==> config.mk <==
export PLATFORM = sky130hd
export DESIGN_NAME = hpq_cell
export DESIGN_NICKNAME = d
export VERILOG_FILES = /design/src/sv/hpq_pkg.sv /design/src/sv/hpq_cell.sv
export SDC_FILE = /design/constraint.sdc
export NUM_CORES = 1
export LEC_CHECK = 0
export ABC_AREA = 0
export BUFFER_PORTS_ARGS = -buffer_cell sky130_fd_sc_hd__buf_2
export CORE_ASPECT_RATIO = 1.5
export CORE_UTILIZATION = 41
export DETAILED_ROUTE_END_ITERATION = 16
export GPL_TIMING_DRIVEN = 0
export PLACE_DENSITY = 0.78
export SYNTH_ARGS = -nofsm -noshare
export SYNTH_HDL_FRONTEND = slang
export SYNTH_SLANG_ARGS = --single-unit
==> constraint.sdc <==
create_clock -name clk -period 3.45 [get_ports clk]
set_input_delay 0.69 -clock clk [delete_from_list [all_inputs] [get_ports clk]]
set_output_delay 0.69 -clock clk [all_outputs]
set_load 0.1 [all_outputs]
==> src/sv/hpq_pkg.sv <==
`timescale 1ns / 1ps
// Shared types and codes for the max-heap priority queue.
// No dependencies; every other file of the block imports this package.
package hpq_pkg;

	localparam int DATA_W  = 32;
	localparam int STAT_W  = 2;
	localparam int COUNT_W = 8;

	localparam logic CMD_INSERT  = 1'b0;
	localparam logic CMD_EXTRACT = 1'b1;

	localparam logic [STAT_W-1:0] ST_OK    = 2'd0;
	localparam logic [STAT_W-1:0] ST_FULL  = 2'd1;
	localparam logic [STAT_W-1:0] ST_EMPTY = 2'd2;

	typedef struct packed {
		logic                     command;
		logic signed [DATA_W-1:0] value;
	} cmd_t;

	typedef struct packed {
		logic signed [DATA_W-1:0] result_value;
		logic [STAT_W-1:0]        status;
		logic [COUNT_W-1:0]       element_count;
	} res_t;

	// Operation broadcast to every cell at once.
	typedef struct packed {
		logic                     ins;
		logic                     ext;
		logic signed [DATA_W-1:0] value;
	} ctrl_t;

	// What a cell shows its neighbors.
	typedef struct packed {
		logic signed [DATA_W-1:0] value;
		logic                     occ;
		logic                     take;
	} link_t;

endpackage

==> src/sv/hpq_cell.sv <==
`timescale 1ns / 1ps
// One slot of the sorted chain: holds a value and an occupied flag.
// Depends on hpq_pkg for the control and neighbor link types.
module hpq_cell (
	input  logic          clk,
	input  logic          arst_n,
	input  hpq_pkg::ctrl_t ctrl,
	input  hpq_pkg::link_t prev,
	input  hpq_pkg::link_t next,
	output hpq_pkg::link_t self
);
	import hpq_pkg::*;

	logic signed [DATA_W-1:0] value_q;
	logic                     occ_q;
	logic                     take;

	// The new value lands at or ahead of this slot when the slot is free
	// or holds something strictly smaller.
	assign take = !occ_q || (ctrl.value > value_q);

	assign self.value = value_q;
	assign self.occ   = occ_q;
	assign self.take  = take;

	always_ff @(posedge clk or negedge arst_n) begin
		if (!arst_n) begin
			occ_q <= 1'b0;
		end else if (ctrl.ins) begin
			occ_q <= prev.occ;
		end else if (ctrl.ext) begin
			occ_q <= next.occ;
		end
	end

	always_ff @(posedge clk) begin
		if (ctrl.ins) begin
			if (take) begin
				value_q <= prev.take ? prev.value : ctrl.value;
			end
		end else if (ctrl.ext) begin
			value_q <= next.value;
		end
	end

endmodule

==> flow_summary.json <==
{
  "status": "completed",
  "synth_async_sr_flop_share_pct": 3.03,
  "yosys_warnings": 0,
  "worstRegToRegCells": 8,
  "synth_compound_area_share_pct": 13.0,
  "wl_met2_um": 3820,
  "vias": 2417,
  "synthXorXnorAreaFrac_pct": 0,
  "cts_made_buffers": 5,
  "worstPathMaxFanout": 3,
  "start_kind": "primary input",
  "holdBufCountCts": 0,
  "drv_slew": 0,
  "die_area_um2": 6480,
  "pin_count": 138,
  "startpoint": "ctrl[17]",
  "layout_setup_ws_ns": 0.125,
  "synth_edf_count": 32,
  "yosysSeqAreaShare_pct": 39.1,
  "tns_ns": 0,
  "fin_crit_ns": 3.33,
  "antenna_found_initial": 0,
  "synth_seq_cells": 33,
  "rows": 34,
  "route.detailed.drc": 0,
  "clk_path_buf_depth": 2,
  "syn_to_final_growth_pct": 36.1,
  "synth_mux_area_share_pct": 13.1,
  "setup_viol": 0,
  "crit_type": "primary input to output pin",
  "gr-total-overflow": 0,
  "syn-cell-area_um2": 2520,
  "wl_met1_um": 2630,
  "avgSynthCellArea_um2": 9.59,
  "hold_violations": 0,
  "synthTopCellsByArea": "edfxtp_1 (38%), ha_1 (16%), mux2i_1 (13%), a21oi_1 (8.3%), nor2_1 (5.4%)",
  "grt_max_degree": 33,
  "cts_tree": "yes",
  "port_buffers": 134,
  "power_density_nw_per_um2": 430,
  "cp-end-kind": "output pin",
  "wl_per_cell_um": 14.4,
  "cp.arrival_ns": 2.64,
  "cpMaxStageDelayCell": "ha_1",
  "crit_path_max_incr_delay_ns": 0.32,
  "place_congestion": 0.782,
  "clock_skew_ns": 0.00724,
  "dp_hpwl_um": 5500,
  "synth_top_family_by_area": "adder cells",
  "initial_core_util_pct": 43.0,
  "root_buffer": "clkbuf_8",
  "core-area_um2": 5870,
  "worst_pin_slew_ns": 1.17,
  "viasPerCell": 5.05,
  "synth_top_area_share_pct": 38.1,
  "layout.nets": 542,
  "required_ns": 2.76,
  "drt_pass1_iterations": 4,
  "n_fill_cell": 530,
  "first_iter_violations": 90,
  "maxUsedRoutingLayer": "met4",
  "synth_nets": 399,
  "grt_pass1_vias": 2460,
  "fmax_ghz": 0.301,
  "synth_ff_type": "edfxtp_1",
  "clkTransAtPathRegs_ns": 0.07,
  "final_layout_size_suffix_gt1_share_pct": 37.6,
  "place_ws_ns": -0.227,
  "synth.distinct_cells": 29,
  "ys_top_cells_by_count": "a21oi_1 (42), nor2_1 (36), mux2i_1 (33)",
  "synth_most_common_cell": "a21oi_1",
  "h-tree-depth": 2,
  "reg2reg_from": "value_q[27]$_DFFE_PP_",
  "fp.dieH_um": 98.1,
  "ant_nets": 0,
  "rsz0062_at_grt": "false",
  "num_antenna_cells": 0,
  "slew_headroom_pct": 21.7,
  "grt.total_usage_pct": 21.0,
  "path_cells": "buf_2, ha_1, a21o_1, a221o_1, a21oi_2, o211ai_1, o221ai_2, nand2_1, buf_4, buf_6",
  "route.met3.wl_um": 318,
  "syn-instance-count": 263,
  "p_leak_nw": 1.81,
  "timing.final.crit_share_pct": 96.4,
  "clkLatencyLatePin_ns": 0.28,
  "grt_pass1_wl_um": 10400,
  "ir_worst_vdd_v": 0.000207,
  "die_w_um": 66.0,
  "maxCapViolCount": 0,
  "cts.sinks": 33,
  "hold_path_class": "primary input to asynchronous set/reset pin",
  "synth-simple-area-share_pct": 11.5,
  "yosys.area_share.adder_pct": 15.9,
  "synth_top_area_cell": "edfxtp_1",
  "postRouteWirelength_um": 6890
}
## placed cells by master, fill, tap and decap left out, types with 10 or more instances in the layout
master,n
a21oi_1,41
buf_2,136
clkbuf_1,12
edfxtp_1,32
ha_1,32
inv_1,32
mux2i_1,33
nand2_1,10
nor2_1,36
## state kept, by name (all words and copies together) (netlist names)
register  count
value_q      32
occ_q         1
## timing repair
action / CTS / global route
buffers inserted: 0 / 1
pin swaps: 0 / 5
cloned: 0 / 1
gates resized for setup: 4 / 2
setup endpoints to repair: 1 / 33
## cell families after synthesis
group / after synthesis
and+or+nand+nor: 59
adders and majority gates: 32
buffers and inverters: 47
AOI/OAI and AO/OA: 59
muxes: 33
DFF: 33
## per-stage QoR
stage                     total power, mW  hold WS, ns  cell area [µm²]  std cells  util (%)
after floorplan                      1.03        0.394             2540        263         -
after global routing                 1.55        0.157             3430        479      58.5
after detailed placement             1.19        0.465             3300        469      56.2
after global placement               1.18        0.466             3300        469      56.2
final                                1.47        0.172             3430        479      58.5
after CTS                            1.48        0.161             3390        477      57.8
## where the power goes
part	switching [mW]	leakage [nW]	total [mW]	internal, mW
clock	0.139	0.0395	0.282	0.143
sequential	0.0210	0.329	0.517	0.496
combinational	0.500	1.45	0.675	0.175
## critical path, delay by kind of cell
| kind | cells | cell delay, ns |
|---|---|---|
| compound gates | 5 | 1.10 |
| fa+ha+maj | 1 | 0.32 |
| buf+inv | 3 | 0.42 |
| simple gates | 1 | 0.09 |
## layer usage
metal  track usage, %  up-vias
li1                 -     1222
met1             21.1     1102
met2             41.3       83
met3             3.15       10
met4             7.36        0
met5                0        -
## final cells by class
type	count	area [µm²]	area share [%]
multi-input cells	184	1400	40.9
inverters	33	124	3.61
clock buffers	8	80.1	2.33
plain buffers	14	63.8	1.86
repair buffers	135	684	19.9
well taps	72	90.1	2.62
flip-flops and latches	33	986	28.7
## path summary, 6_finish.rpt
kind                                         to  slack [ns]
max                                     self[0]        0.12
max reg2reg                value_q[0]$_DFFE_PP_        0.34
min                           occ_q$_DFFE_PN0P_        0.17
min in group clk              occ_q$_DFFE_PN0P_        0.64
max in group asynchronous     occ_q$_DFFE_PN0P_        3.20
min reg2reg                   occ_q$_DFFE_PN0P_        0.76
Power figures use the tool's default switching activity.
